**src/sv/tpq_pkg.sv**
```systemverilog
`default_nettype none

package tpq_pkg;

    // operation codes
    localparam logic [1:0] OP_INSERT = 2'd0;
    localparam logic [1:0] OP_POP    = 2'd1;
    localparam logic [1:0] OP_CLEAR  = 2'd2;

    // field widths
    localparam int KEY_W  = 17;
    localparam int ID_W   = 8;
    localparam int SPD_W  = 8;
    localparam int WGT_W  = 16;
    localparam int CNT_OW = 5;

    // key base is 1000 / speed, 1000 takes 10 quotient bits
    localparam int QUOT_W = 10;
    localparam int DIV_CW = $clog2(QUOT_W + 1);
    localparam logic [QUOT_W-1:0] KEY_BASE = QUOT_W'(1000);

    localparam logic [KEY_W-1:0] EMPTY_KEY = {KEY_W{1'b1}};

    typedef logic [KEY_W-1:0]  t_key;
    typedef logic [ID_W-1:0]   t_id;
    typedef logic [QUOT_W-1:0] t_quot;

    typedef struct packed {
        t_key key;
        t_id  id;
    } t_entry;

endpackage

`default_nettype wire

```
**src/sv/tpq_div.sv**
```systemverilog
`default_nettype none

// Restoring divider: KEY_BASE / speed, one quotient bit per cycle.
module tpq_div (
    input  wire                        i_clk,
    input  wire                        i_rst_n,
    input  wire                        i_start,
    input  wire [tpq_pkg::SPD_W-1:0]   i_speed,
    output logic                       o_done,
    output tpq_pkg::t_quot             o_quot
);

    logic                         r_busy;
    logic [tpq_pkg::DIV_CW-1:0]   r_cnt;
    logic [tpq_pkg::SPD_W-1:0]    r_den;
    logic [tpq_pkg::SPD_W-1:0]    r_rem;
    tpq_pkg::t_quot               r_num;
    logic                         r_done;

    logic [tpq_pkg::SPD_W:0]      w_trial;
    logic                         w_fit;

    // shift in the next dividend bit and try the subtraction
    assign w_trial = {r_rem, r_num[tpq_pkg::QUOT_W-1]};
    assign w_fit   = w_trial >= {1'b0, r_den};

    // control
    always_ff @(posedge i_clk) begin
        if (!i_rst_n) begin
            r_busy <= 1'b0;
            r_cnt  <= '0;
            r_done <= 1'b0;
        end else begin
            r_done <= 1'b0;
            if (i_start) begin
                r_busy <= 1'b1;
                r_cnt  <= tpq_pkg::DIV_CW'(tpq_pkg::QUOT_W);
            end else if (r_busy) begin
                r_cnt <= r_cnt - 1'b1;
                if (r_cnt == tpq_pkg::DIV_CW'(1)) begin
                    r_busy <= 1'b0;
                    r_done <= 1'b1;
                end
            end
        end
    end

    // datapath: quotient bits shift into the dividend register
    always_ff @(posedge i_clk) begin
        if (i_start) begin
            r_den <= (i_speed == '0) ? tpq_pkg::SPD_W'(1) : i_speed;
            r_rem <= '0;
            r_num <= tpq_pkg::KEY_BASE;
        end else if (r_busy) begin
            r_rem <= w_fit ? tpq_pkg::SPD_W'(w_trial - {1'b0, r_den})
                           : tpq_pkg::SPD_W'(w_trial);
            r_num <= {r_num[tpq_pkg::QUOT_W-2:0], w_fit};
        end
    end

    assign o_done = r_done;
    assign o_quot = r_num;

endmodule

`default_nettype wire

```
**src/sv/timed_priority_queue.sv**
```systemverilog
// Timed priority queue: bounded min-queue of 8-bit ids kept in ascending key
// order, key = 1000 / speed + weight (speed 0 counts as 1). Equal keys leave
// in arrival order.
// Input channel: i_valid / o_stall with i_operation (insert, pop, clear),
// i_entry_id, i_speed, i_weight. Output channel: o_valid / i_stall with
// o_popped_valid, o_popped_id, o_min_key, o_entry_count, o_overflow.
// Every accepted item yields exactly one result.
// One item is worked at a time; o_stall is high from acceptance until the
// result is loaded into the output register. Work per item:
//   insert: the 10-step divider, then one memory read and compare per
//           shifted entry
//   pop:    one read and one write of the store per entry moved
//   clear, full insert, empty pop: no store access, straight to the result
// The store is one memory with one write and one registered read port.
// Reset empties the queue and drops any pending result; the store itself
// is not cleared. While the receiver stalls, the result holds and the block
// finishes its next item, then waits until the output register frees up.
`default_nettype none

module timed_priority_queue #(
    parameter int QUEUE_DEPTH = 16
) (
    input  wire                         i_clk,
    input  wire                         i_rst_n,
    input  wire                         i_valid,
    output logic                        o_stall,
    input  wire  [1:0]                  i_operation,
    input  wire  [tpq_pkg::ID_W-1:0]    i_entry_id,
    input  wire  [tpq_pkg::SPD_W-1:0]   i_speed,
    input  wire  [tpq_pkg::WGT_W-1:0]   i_weight,
    output logic                        o_valid,
    input  wire                         i_stall,
    output logic                        o_popped_valid,
    output logic [tpq_pkg::ID_W-1:0]    o_popped_id,
    output logic [tpq_pkg::KEY_W-1:0]   o_min_key,
    output logic [tpq_pkg::CNT_OW-1:0]  o_entry_count,
    output logic                        o_overflow
);

    localparam int CW = $clog2(QUEUE_DEPTH + 1);
    localparam int IW = $clog2(QUEUE_DEPTH);

    localparam logic [2:0] S_IDLE    = 3'd0;
    localparam logic [2:0] S_DIV     = 3'd1;
    localparam logic [2:0] S_INS_RD  = 3'd2;
    localparam logic [2:0] S_INS_CMP = 3'd3;
    localparam logic [2:0] S_POP_RD  = 3'd4;
    localparam logic [2:0] S_POP_WR  = 3'd5;
    localparam logic [2:0] S_DONE    = 3'd6;

    logic [2:0]            r_state, n_state;
    logic [CW-1:0]         r_count, n_count;
    logic [CW-1:0]         r_idx, n_idx;
    tpq_pkg::t_entry       r_head, n_head;
    tpq_pkg::t_entry       r_new, n_new;
    logic [tpq_pkg::WGT_W-1:0] r_weight, n_weight;
    logic                  r_pv, n_pv;
    tpq_pkg::t_id          r_pid, n_pid;
    logic                  r_ovf, n_ovf;

    logic                  r_out_valid, n_out_valid;
    logic                  r_out_pv, n_out_pv;
    tpq_pkg::t_id          r_out_pid, n_out_pid;
    tpq_pkg::t_key         r_out_key, n_out_key;
    logic [CW-1:0]         r_out_cnt, n_out_cnt;
    logic                  r_out_ovf, n_out_ovf;

    tpq_pkg::t_entry       r_mem [QUEUE_DEPTH];
    tpq_pkg::t_entry       r_rd;
    logic                  w_we;
    logic [IW-1:0]         w_waddr;
    logic [IW-1:0]         w_raddr;
    tpq_pkg::t_entry       w_wdata;

    logic                  w_accept;
    logic                  w_div_start;
    logic                  w_div_done;
    tpq_pkg::t_quot        w_quot;

    assign w_accept = i_valid && !o_stall;

    tpq_div u_div (
        .i_clk   (i_clk),
        .i_rst_n (i_rst_n),
        .i_start (w_div_start),
        .i_speed (i_speed),
        .o_done  (w_div_done),
        .o_quot  (w_quot)
    );

    // entry store: one write port, one registered read port
    always_ff @(posedge i_clk) begin
        if (w_we) begin
            r_mem[w_waddr] <= w_wdata;
        end
        r_rd <= r_mem[w_raddr];
    end

    // sequencer
    always_comb begin
        n_state     = r_state;
        n_count     = r_count;
        n_idx       = r_idx;
        n_head      = r_head;
        n_new       = r_new;
        n_weight    = r_weight;
        n_pv        = r_pv;
        n_pid       = r_pid;
        n_ovf       = r_ovf;
        n_out_valid = r_out_valid && i_stall;
        n_out_pv    = r_out_pv;
        n_out_pid   = r_out_pid;
        n_out_key   = r_out_key;
        n_out_cnt   = r_out_cnt;
        n_out_ovf   = r_out_ovf;
        w_we        = 1'b0;
        w_waddr     = r_idx[IW-1:0];
        w_raddr     = r_idx[IW-1:0];
        w_wdata     = r_new;
        w_div_start = 1'b0;

        unique case (r_state)
            S_IDLE: begin
                if (w_accept) begin
                    n_pv    = 1'b0;
                    n_pid   = '0;
                    n_ovf   = 1'b0;
                    n_state = S_DONE;
                    unique case (i_operation)
                        tpq_pkg::OP_INSERT: begin
                            if (r_count == CW'(QUEUE_DEPTH)) begin
                                n_ovf = 1'b1;
                            end else begin
                                n_new.id    = i_entry_id;
                                n_weight    = i_weight;
                                w_div_start = 1'b1;
                                n_state     = S_DIV;
                            end
                        end
                        tpq_pkg::OP_POP: begin
                            if (r_count != '0) begin
                                n_pv  = 1'b1;
                                n_pid = r_head.id;
                                n_idx = CW'(1);
                                if (r_count == CW'(1)) begin
                                    n_count = '0;
                                end else begin
                                    n_state = S_POP_RD;
                                end
                            end
                        end
                        tpq_pkg::OP_CLEAR: begin
                            n_count = '0;
                        end
                        default: begin
                        end
                    endcase
                end
            end

            // wait for the quotient, then form the key
            S_DIV: begin
                if (w_div_done) begin
                    n_new.key = tpq_pkg::KEY_W'(w_quot) + tpq_pkg::KEY_W'(r_weight);
                    n_idx     = r_count;
                    n_state   = S_INS_RD;
                end
            end

            // fetch the entry below the hole, or drop the new one at the head
            S_INS_RD: begin
                if (r_idx == '0) begin
                    w_we    = 1'b1;
                    w_waddr = '0;
                    n_head  = r_new;
                    n_count = r_count + 1'b1;
                    n_state = S_DONE;
                end else begin
                    w_raddr = IW'(r_idx - CW'(1));
                    n_state = S_INS_CMP;
                end
            end

            // move a greater key up one slot, else place the new entry
            S_INS_CMP: begin
                w_we = 1'b1;
                if (r_rd.key > r_new.key) begin
                    w_wdata = r_rd;
                    n_idx   = r_idx - 1'b1;
                    n_state = S_INS_RD;
                end else begin
                    n_count = r_count + 1'b1;
                    n_state = S_DONE;
                end
            end

            S_POP_RD: begin
                n_state = S_POP_WR;
            end

            // move one entry down; the entry landing in slot 0 is the new head
            S_POP_WR: begin
                w_we    = 1'b1;
                w_waddr = IW'(r_idx - CW'(1));
                w_wdata = r_rd;
                if (r_idx == CW'(1)) begin
                    n_head = r_rd;
                end
                if ((r_idx + CW'(1)) == r_count) begin
                    n_count = r_count - 1'b1;
                    n_state = S_DONE;
                end else begin
                    n_idx   = r_idx + 1'b1;
                    n_state = S_POP_RD;
                end
            end

            // load the result once the output register is free
            S_DONE: begin
                if (!r_out_valid || !i_stall) begin
                    n_out_valid = 1'b1;
                    n_out_pv    = r_pv;
                    n_out_pid   = r_pid;
                    n_out_key   = (r_count != '0) ? r_head.key : tpq_pkg::EMPTY_KEY;
                    n_out_cnt   = r_count;
                    n_out_ovf   = r_ovf;
                    n_state     = S_IDLE;
                end
            end

            default: begin
                n_state = S_IDLE;
            end
        endcase
    end

    // control registers
    always_ff @(posedge i_clk) begin
        if (!i_rst_n) begin
            r_state     <= S_IDLE;
            r_count     <= '0;
            r_out_valid <= 1'b0;
        end else begin
            r_state     <= n_state;
            r_count     <= n_count;
            r_out_valid <= n_out_valid;
        end
    end

    // payload registers
    always_ff @(posedge i_clk) begin
        r_idx     <= n_idx;
        r_head    <= n_head;
        r_new     <= n_new;
        r_weight  <= n_weight;
        r_pv      <= n_pv;
        r_pid     <= n_pid;
        r_ovf     <= n_ovf;
        r_out_pv  <= n_out_pv;
        r_out_pid <= n_out_pid;
        r_out_key <= n_out_key;
        r_out_cnt <= n_out_cnt;
        r_out_ovf <= n_out_ovf;
    end

    assign o_stall        = (r_state != S_IDLE);
    assign o_valid        = r_out_valid;
    assign o_popped_valid = r_out_pv;
    assign o_popped_id    = r_out_pid;
    assign o_min_key      = r_out_key;
    assign o_entry_count  = tpq_pkg::CNT_OW'(r_out_cnt);
    assign o_overflow     = r_out_ovf;

    // checks
    assert property (@(posedge i_clk) disable iff (!i_rst_n)
        r_count <= CW'(QUEUE_DEPTH))
        else $error("stored count above queue depth");

    assert property (@(posedge i_clk) disable iff (!i_rst_n)
        o_valid |-> !(o_popped_valid && o_overflow))
        else $error("pop and overflow in one result");

    assert property (@(posedge i_clk) disable iff (!i_rst_n)
        (o_valid && o_overflow) |-> (r_out_cnt == CW'(QUEUE_DEPTH)))
        else $error("overflow reported while queue not full");

    assert property (@(posedge i_clk) disable iff (!i_rst_n)
        (o_valid && r_out_cnt == '0) |-> (o_min_key == tpq_pkg::EMPTY_KEY))
        else $error("empty queue reports a minimum key");

    assert property (@(posedge i_clk) disable iff (!i_rst_n)
        (r_state == S_DIV) |-> (r_count != CW'(QUEUE_DEPTH)))
        else $error("insert started into a full queue");

endmodule

`default_nettype wire

```
**config.mk**
```make
export PLATFORM = sky130hd
export DESIGN_NAME = timed_priority_queue
export DESIGN_NICKNAME = d
export VERILOG_FILES = /design/src/sv/tpq_pkg.sv /design/src/sv/tpq_div.sv /design/src/sv/timed_priority_queue.sv
export SDC_FILE = /design/constraint.sdc
export NUM_CORES = 1
export LEC_CHECK = 0
export ABC_AREA = 0
export BUFFER_PORTS_ARGS = -buffer_cell sky130_fd_sc_hd__buf_2
export CORE_UTILIZATION = 40
export CTS_CLUSTER_SIZE = 8
export DETAILED_ROUTE_END_ITERATION = 16
export PLACE_DENSITY = 0.56
export SKIP_LAST_GASP = 1
export SYNTH_ARGS = -nofsm -noshare
export SYNTH_HDL_FRONTEND = slang
export SYNTH_SLANG_ARGS = --single-unit
```
**constraint.sdc**
```tcl
create_clock -name i_clk -period 5.65 [get_ports i_clk]
set_input_delay 0.8475 -clock i_clk [delete_from_list [all_inputs] [get_ports i_clk]]
set_output_delay 0.8475 -clock i_clk [all_outputs]
set_load 0.05 [all_outputs]
```
-- Word-level counts from Yosys, hierarchy flattened
Memory sizes are Yosys's and may differ from the RTL's. A register that Yosys moved wholly into a read port is not among the register bits.
Cells that the tools add are included.
- equality and inequality tests: 27
- $add $sub $neg: 7
- reduce and logical (&&, ||, !) cells: 28
- magnitude comparators: 2
- bitwise gates (word level): 3
- multiplexer cells: 54
- operators by type and width (cell ; count):
    $pmux W25 S2 ; 2
    $mux W25 ; 3
    $mux W5 ; 12
    $pmux W5 S4 ; 2
    $pmux W3 S7 ; 1
    $mux W4 ; 5
    $mux W3 ; 6
    $ne A2 B2 Y1 const B ; 9
    $add A10 B16 Y17 ; 1
    $gt A17 B17 Y1 ; 1
    $mux W1 ; 15
    $add A5 B1 Y5 const B ; 2
    $eq A5 B1 Y1 const B ; 2
    $pmux W5 S2 ; 1
    $sub A5 B1 Y5 const B ; 2
    $eq A3 B3 Y1 const B ; 3
    $ge A9 B8 Y1 ; 1
    $logic_not A8 Y1 ; 1
    $mux W8 ; 1
    $pmux W4 S2 ; 1
    $reduce_and A2 Y1 ; 4
    $reduce_and A8 Y1 ; 1
    $reduce_bool A4 Y1 ; 2
    $sub A8 B8 Y8 ; 1
    29 further kinds ; 42
- word-level logic and storage cells: 146
- memories kept: 1
- bits in writable memories: 400
- flip-flop bits (word level): 154
- memory list (memory ; depth ; bits a word ; read ports ; clocked after Yosys merged registers in ; write ports ; RTL line ; text):
    r_mem ; 16 ; 25 ; 1 ; 1 ; 1 ; timed_priority_queue.sv:68 ; tpq_pkg::t_entry r_mem [QUEUE_DEPTH];

-- Depth between registers and ports, before layout
Gate-level depths: netlist of the first run.
- depth after elaboration: 6
- depth in mapped cells: 14
- mapped depth without buffers: 11

-- Modules after synthesis
A second synthesis of the first run with hierarchy kept.
- cells, all modules: 1865
- area total of the unflattened synthesis: 24487.2 um^2
- by module, submodules not included (module ; sequential area each (um^2) ; cells each ; area each (um^2) ; times used):
    timed_priority_queue ; 16085.4 ; 1687 ; 22854.4 ; 1
    tpq_div ; 720.7 ; 178 ; 1632.8 ; 1

-- Least setup slack after synthesis of the first run
Ideal clock, no wire load.
- path type: reg-to-reg
- from: register r_idx[0]
- to: register r_head[0] (netlist bit), enable pin
- slack: -0.002 ns
- cell stages (with the launch flop): 7
- setup time: 0.543 ns
- arrival: 5.109 ns
- buffers on the path: 2
- required time: 5.107 ns
- cells stage by stage: edfxtp_1 > clkbuf_1 > inv_1 > ha_1 > buf_2 > nand2_1 > a2111oi_0
- word-level cells in the longest chain between the ends: 3
- elaborated cells between the ends (all ways): 5
- RTL lines (item ; RTL line ; text):
    from (decl) ; timed_priority_queue.sv:53 ; logic [CW-1:0] r_idx, n_idx;
    from (signal assigned) ; timed_priority_queue.sv:252 ; r_idx <= n_idx;
    $eq A5 B1 Y1 / $logic_not A5 Y1 (equally long branches) ; timed_priority_queue.sv:206, timed_priority_queue.sv:172 ;
    $ne A2 B2 Y1 (no line) ; n/a ;
    $reduce_and A3 Y1 (no line) (*) ; n/a ;
    to (signal assigned) ; timed_priority_queue.sv:253 ; r_head <= n_head;
    to (decl) ; timed_priority_queue.sv:54 ; tpq_pkg::t_entry r_head, n_head;
Mark *: on every way between the ends. The rest lies on a longest branch, timed or not.
A chain may end at the register's enable or synchronous reset.

-- Final worst setup path of the first run
- from: register r_idx[0]
- to: register, netlist name r_rd[10]
- word-level cells in the longest chain between the ends: 3
- elaborated cells between the ends (all ways): 4
- RTL lines (item ; RTL line ; text):
    $sub A5 B1 Y5 / $logic_not A5 Y1 (equally long branches) ; timed_priority_queue.sv:179, timed_priority_queue.sv:172 ;
    $mux W4 ; timed_priority_queue.sv:172 ; if (r_idx == '0) begin
    $mux W4 (*) ; timed_priority_queue.sv:122 ; unique case (r_state)
Marked as above.

==> reports/metrics.yaml, run 1 <==
clock_tree:
  cts_resized: 0
  root_buffer: "clkbuf_16"
  insertion_delay_ns: 0.61
  clk_pin_slew_ns: 0.05
  postCtsSetupRepairBufs: 0
  tritoncts: "done"
  cts_buffers: 82
  cts_buffer_depth: 3
  cts.sinks: 579
  htree_levels: 3
  cts-hold-fix-buffers: 0
synth:
  synth_top_family_by_area: "multiplexers"
  yosys.area.top_type: "edfxtp_1"
  ys_ff_latch: 579
  syn_nets: 1489
  synth.avg_cell_area_um2: 16.83
  synth_compound_area_share_pct: 5.461
  synth-simple-area-share_pct: 6.070
  syn_inst: 1405
  synthMuxAreaShare_pct: 11.35
  synthXorXnorAreaFrac_pct: 1.259
  synthFlopType: "edfxtp_1"
  yosysWarningCount: 0
  async_reset_ff_share_pct: 0
  syn_area_um2: 23640
  synth_enable_flop_cells: 521
  ys_seq_area_share_pct: 71.08
  synth_area_leaders: "edfxtp_1 66%, mux4_2 9.5%, dfxtp_1 4.9%"
  synth_top_area_share_pct: 66.17
  ys_types: 68
  synthAdderAreaFrac_pct: 2.498
global_routing:
  grt_pass1_vias: 12820
  antenna_found_initial: 0
  grt_pass1_wl_mm: 83.63
  grt_max_degree: 101
  grtUsageTotal_pct: 19.09
  gr-total-overflow: 0
timing:
  tns_ns: 0
  finClkSkew_ns: 0.02621
  fmax_mhz: 242.4
  hold_viol: 0
  fin_crit_sh_pct: 73.01
  worst_slew_margin_rel_pct: 16.77
  setup_viol: 0
  slew_viol_final: 0
  rsz0062_at_grt: "false"
  holdWs_ns: 0.4101
  fin_ws_ns: 1.525
  min_period_ns: 4.125
  worst_pin_slew_ns: 1.246
detailed_routing:
  drtIter0Drc: 966
  ant_nets: 0
  first_pass_iters: 5
  vias: 12790
  drc_errors: 0
  totalWireLength_mm: 56.19
  via_per_inst: 5.436
  routedWlPerCell_um: 23.88
placed_design:
  port_buffers: 71
  pre_cts_ws_ns: 1.502
  place_hpwl_mm: 33.71
  place.gp.congestion: 0.8351
setup_path:
  critPathBufInv: 3
  crit_cells: 11
  cpMaxStageDelayCell: "mux4_2"
  cp_max_fo: 100
  cp_cell_sequence: "inv_1, ha_1, and2b_1, and2_1, inv_2, ha_1, mux2i_4, buf_12, mux4_2, a22oi_1, nand2_1"
  rr_worst_depth: 11
  critPathLaunchType: "register"
  crit_family: "buffers and inverters"
  cp.arrival_ns: 4.57
  critical_path_required_ns: 6.09
  crit_type: "register to register"
  slowest_delay_ns: 0.61
  cp-end-kind: "register"
  cpMostUsedCell: "ha_1"
worst_hold_path:
  worstHoldPathType: "input pin to register"
  holdPathStages: 1
floorplan:
  die_h_um: 245.1
  num_io_pins: 72
  die_x_um: 245.1
  fp.coreArea_um2: 58030
  die-area_um2: 60090
  core.rowCount: 88
  floorplan.initialDensity_pct: 40.75
pwr:
  ir_drop_v: 0.0004042
  p_per_area_nw_per_um2: 489.6
  cellLeakagePower_nw: 9.154
  finalPower_mw: 13.45
layout:
  mostFrequentLayoutCell: "edfxtp_1"
  final_nets: 1611
  syn_to_final_growth_pct: 16.23
  drive_above_1_share_pct: 23.68
  final_cell_mix: "521 x edfxtp_1, 111 x nand2_1, 100 x mux4_2"
  num_antenna_cells: 0
job:
  drv_cap: 0
status:
  run_status: "finished, final reports clean"
[sequential cells by signal, summed over array words and instances (netlist names), 10 cells and up]
| register | cells |
|---|---|
| r_new | 25 |
| r_mem | 400 |
| u_div.o_quot | 10 |
| r_weight | 16 |
| r_head | 25 |
| o_min_key | 17 |
| r_rd | 25 |
[path summary, 6_finish.rpt]
check / from / to / slack (ns)
hold / removal: i_weight[8] / r_weight[8] / 0.41
setup reg to reg: r_idx[0] / r_rd[10] / 1.53
hold reg to reg: r_pid[3] / o_popped_id[3] / 0.41
setup / recovery: r_idx[0] / r_rd[10] / 1.53
[power by group]
part           total, mW  switching [mW]  internal (mW)  leakage, nW
Clock               4.52            1.77           2.75         1.13
Combinational       3.48            2.07           1.41         2.85
Sequential          5.46           0.254           5.21         5.17
Total               13.5            4.09           9.36         9.15
[worst reg2reg max path, cell delays in order (launching register included)]
cell,delay (ns)
edfxtp_1,0.59
inv_1,0.21
ha_1,0.36
and2b_1,0.26
and2_1,0.24
inv_2,0.07
ha_1,0.30
mux2i_4,0.17
buf_12,0.60
mux4_2,0.78
a22oi_1,0.24
nand2_1,0.16
[kinds of logic (layout without fill, tap and decap cells)]
family          after synthesis  after routing
flops                       579            579
simple gates                293            293
compound gates              193            193
mux                         140            140
buf+inv                     120            303
fa+ha+maj                    46             46
xor+xnor                     34             34
[layer usage]
| layer | vias to the layer above | track usage, % | routed length, um |
|---|---|---|---|
| met5 | - | 0 | 0 |
| met4 | 0 | 7.353 | 1584 |
| met3 | 85 | 2.985 | 2758 |
| met2 | 366 | 30.13 | 26680 |
| met1 | 6579 | 26.59 | 25160 |
| li1 | 5760 | - | - |
[layout make-up]
type	instances	area (um2)
flip-flops and latches	579	16810
multi-input cells	706	6495
clock inverters	5	72.57
fillers	4894	30540
inverters	49	183.9
clock buffers	140	2301
repair buffers	109	665.6
well taps	765	957.2
[through the flow]
step                      instance area (um2)  instances  utilization, %
after floorplan                         23650       1405               -
after global placement                  25110       2208           43.27
after detailed placement                25110       2208           43.27
after CTS                               27480       2353           47.36
after global routing                    27480       2353           47.36
final                                   27480       2353           47.36
[cells in the mapped netlist (25+ instances only)]
| cell | count |
|---|---|
| o21ai_0 | 46 |
| dfxtp_1 | 58 |
| ha_1 | 44 |
| mux2_2 | 25 |
| edfxtp_1 | 521 |
| nand2_1 | 111 |
| nor2_1 | 51 |
| clkbuf_1 | 35 |
| mux4_2 | 100 |
| a22oi_1 | 51 |
| inv_1 | 46 |
| a21oi_1 | 28 |
Power figures use the tool's default switching activity.
==> run 2: changes to the inputs <==
==> constraint.sdc (replaced) <==
create_clock -name i_clk -period 3.69 [get_ports i_clk]
set_input_delay 0.5535 -clock i_clk [delete_from_list [all_inputs] [get_ports i_clk]]
set_output_delay 0.5535 -clock i_clk [all_outputs]
set_load 0.05 [all_outputs]
==> reports/metrics.yaml, run 2 (synthesis gave the netlist of run 1 again) <==
floorplan:
  fp.coreArea_um2: 58030
  die-area_um2: 60090
  num_io_pins: 72
  core.rowCount: 88
  floorplan.initialDensity_pct: 40.75
  die_h_um: 245.1
  die_x_um: 245.1
clock_tree:
  cts_buffer_depth: 3
  postCtsSetupRepairBufs: 0
  clk_pin_slew_ns: 0.05
  root_buffer: "clkbuf_16"
  insertion_delay_ns: 0.64
  cts_buffers: 82
  cts_resized: 0
  htree_levels: 3
  cts-hold-fix-buffers: 0
  cts.sinks: 579
  tritoncts: "done"
global_routing:
  gr-total-overflow: 0
  grt_pass1_vias: 13060
  grtUsageTotal_pct: 19.05
  grt_max_degree: 60
  antenna_found_initial: 0
  grt_pass1_wl_mm: 83.43
layout:
  regMostFlops: "r_mem"
  final_nets: 1638
  layout.cells.non_filler: 2376
  mostFrequentLayoutCell: "edfxtp_1"
  final_cell_mix: "521 x edfxtp_1, 111 x nand2_1, 100 x mux4_2"
  num_antenna_cells: 0
  drive_above_1_share_pct: 25.02
  largest_reg_flops: 400
  syn_to_final_growth_pct: 18.31
setup_path:
  critical_path_required_ns: 4.21
  crit_type: "register to register"
  cp-startpoint: "r_idx[1]"
  cp.arrival_ns: 3.80
  regToRegStartpoint: "r_idx[1]"
  cp_max_fo: 24
  cp-end-kind: "register"
  critPathLaunchType: "register"
  regToRegSetupSlack_ns: 0.41
detailed_routing:
  ant_nets: 0
  via_per_inst: 5.421
  first_pass_iters: 5
  drtIter0Drc: 977
  routedWlPerCell_um: 23.73
  drc_errors: 0
  totalWireLength_mm: 56.39
  vias: 12880
timing:
  holdWs_ns: 0.09213
  worst_slew_margin_rel_pct: 29.62
  min_period_ns: 3.280
  setup_viol: 0
  tns_ns: 0
  rsz0062_at_grt: "false"
  hold_viol: 0
  fin_crit_sh_pct: 88.88
  fmax_mhz: 304.9
  slew_viol_final: 0
  worst_pin_slew_ns: 1.049
  finClkSkew_ns: 0.03067
placed_design:
  port_buffers: 71
  dp_cells: 2235
  place_hpwl_mm: 32.82
  place.gp.congestion: 0.7944
pwr:
  p_per_area_nw_per_um2: 744.4
  ir_drop_v: 0.0003539
  cellLeakagePower_nw: 9.368
job:
  drv_cap: 0
worst_hold_path:
  worstHoldPathType: "input pin to register"
  min-delay-start: "i_entry_id[2]"
status:
  run_status: "finished, final reports clean"
-- run 2: cell count changes in the layout (fill, tap and decap cells not counted) --
| cell | delta |
|---|---|
| a2111oi_2 | -1 |
| a2111oi_4 | +1 |
| buf_12 | +18 |
| buf_4 | +9 |
| clkbuf_1 | -5 |
| clkbuf_16 | -1 |
| clkinv_16 | +3 |
| clkinv_8 | +1 |
| inv_16 | +1 |
| inv_6 | -3 |
| nor3b_1 | +1 |
| nor3b_2 | -1 |
-- run 2: area by class of cell --
| type | count | area [um2] |
|---|---|---|
| repair buffers | 136 | 1094 |
| multi-input cells | 706 | 6502 |
| inverters | 49 | 183.9 |
| clock buffers | 134 | 2257 |
| fillers | 4832 | 30050 |
| clock inverters | 7 | 172.7 |
| flip-flops and latches | 579 | 16810 |
| well taps | 765 | 957.2 |
-- run 2: worst paths after layout --
kind / to / depth (start not counted)
worst min register to register: o_popped_id[0] / 0
worst max register to register: r_rd[6] / 12
worst max-delay path: r_rd[6] / 12
worst min-delay path: r_new[2] / 1
-- run 2: power by group --
group / leakage [nW] / internal [mW] / switching, mW
Sequential: 5.17 / 7.97 / 0.379
Clock: 1.15 / 4.19 / 2.80
Combinational: 3.05 / 2.33 / 3.15
Total: 9.37 / 14.5 / 6.33
-- run 2: metal layers --
layer | vias to the layer above | GRT usage [%] | part of all wire [%]
met2 | 356 | 30.76 | 48
met4 | 0 | 6.011 | 1.9
met1 | 6651 | 26.40 | 44
li1 | 5805 | - | -
met5 | - | 0 | 0
met3 | 69 | 3.029 | 5.6
-- run 2: worst max-delay path, stage by stage (launching register included) --
cell and delay [ns]:
edfxtp_1 0.51, inv_1 0.13, ha_1 0.17, and2b_1 0.20
and2_1 0.23, inv_2 0.06, ha_1 0.30, mux2i_4 0.23
buf_12 0.27, buf_12 0.23, mux4_2 0.52, a22oi_1 0.21
nand2_1 0.09
-- run 2: through the flow --
step	cell area [um2]	power (mW)	util, %	worst slack (ns)
2_1_floorplan	23650	12.26	-	0.1376
3_3_place_gp	25540	13.94	44.02	0.4851
3_5_place_dp	25540	14.00	44.02	0.4164
4_1_cts	27970	21.06	48.21	0.3950
5_1_grt	27970	21.80	48.21	0.1771
6_report	27970	20.82	48.21	0.4102
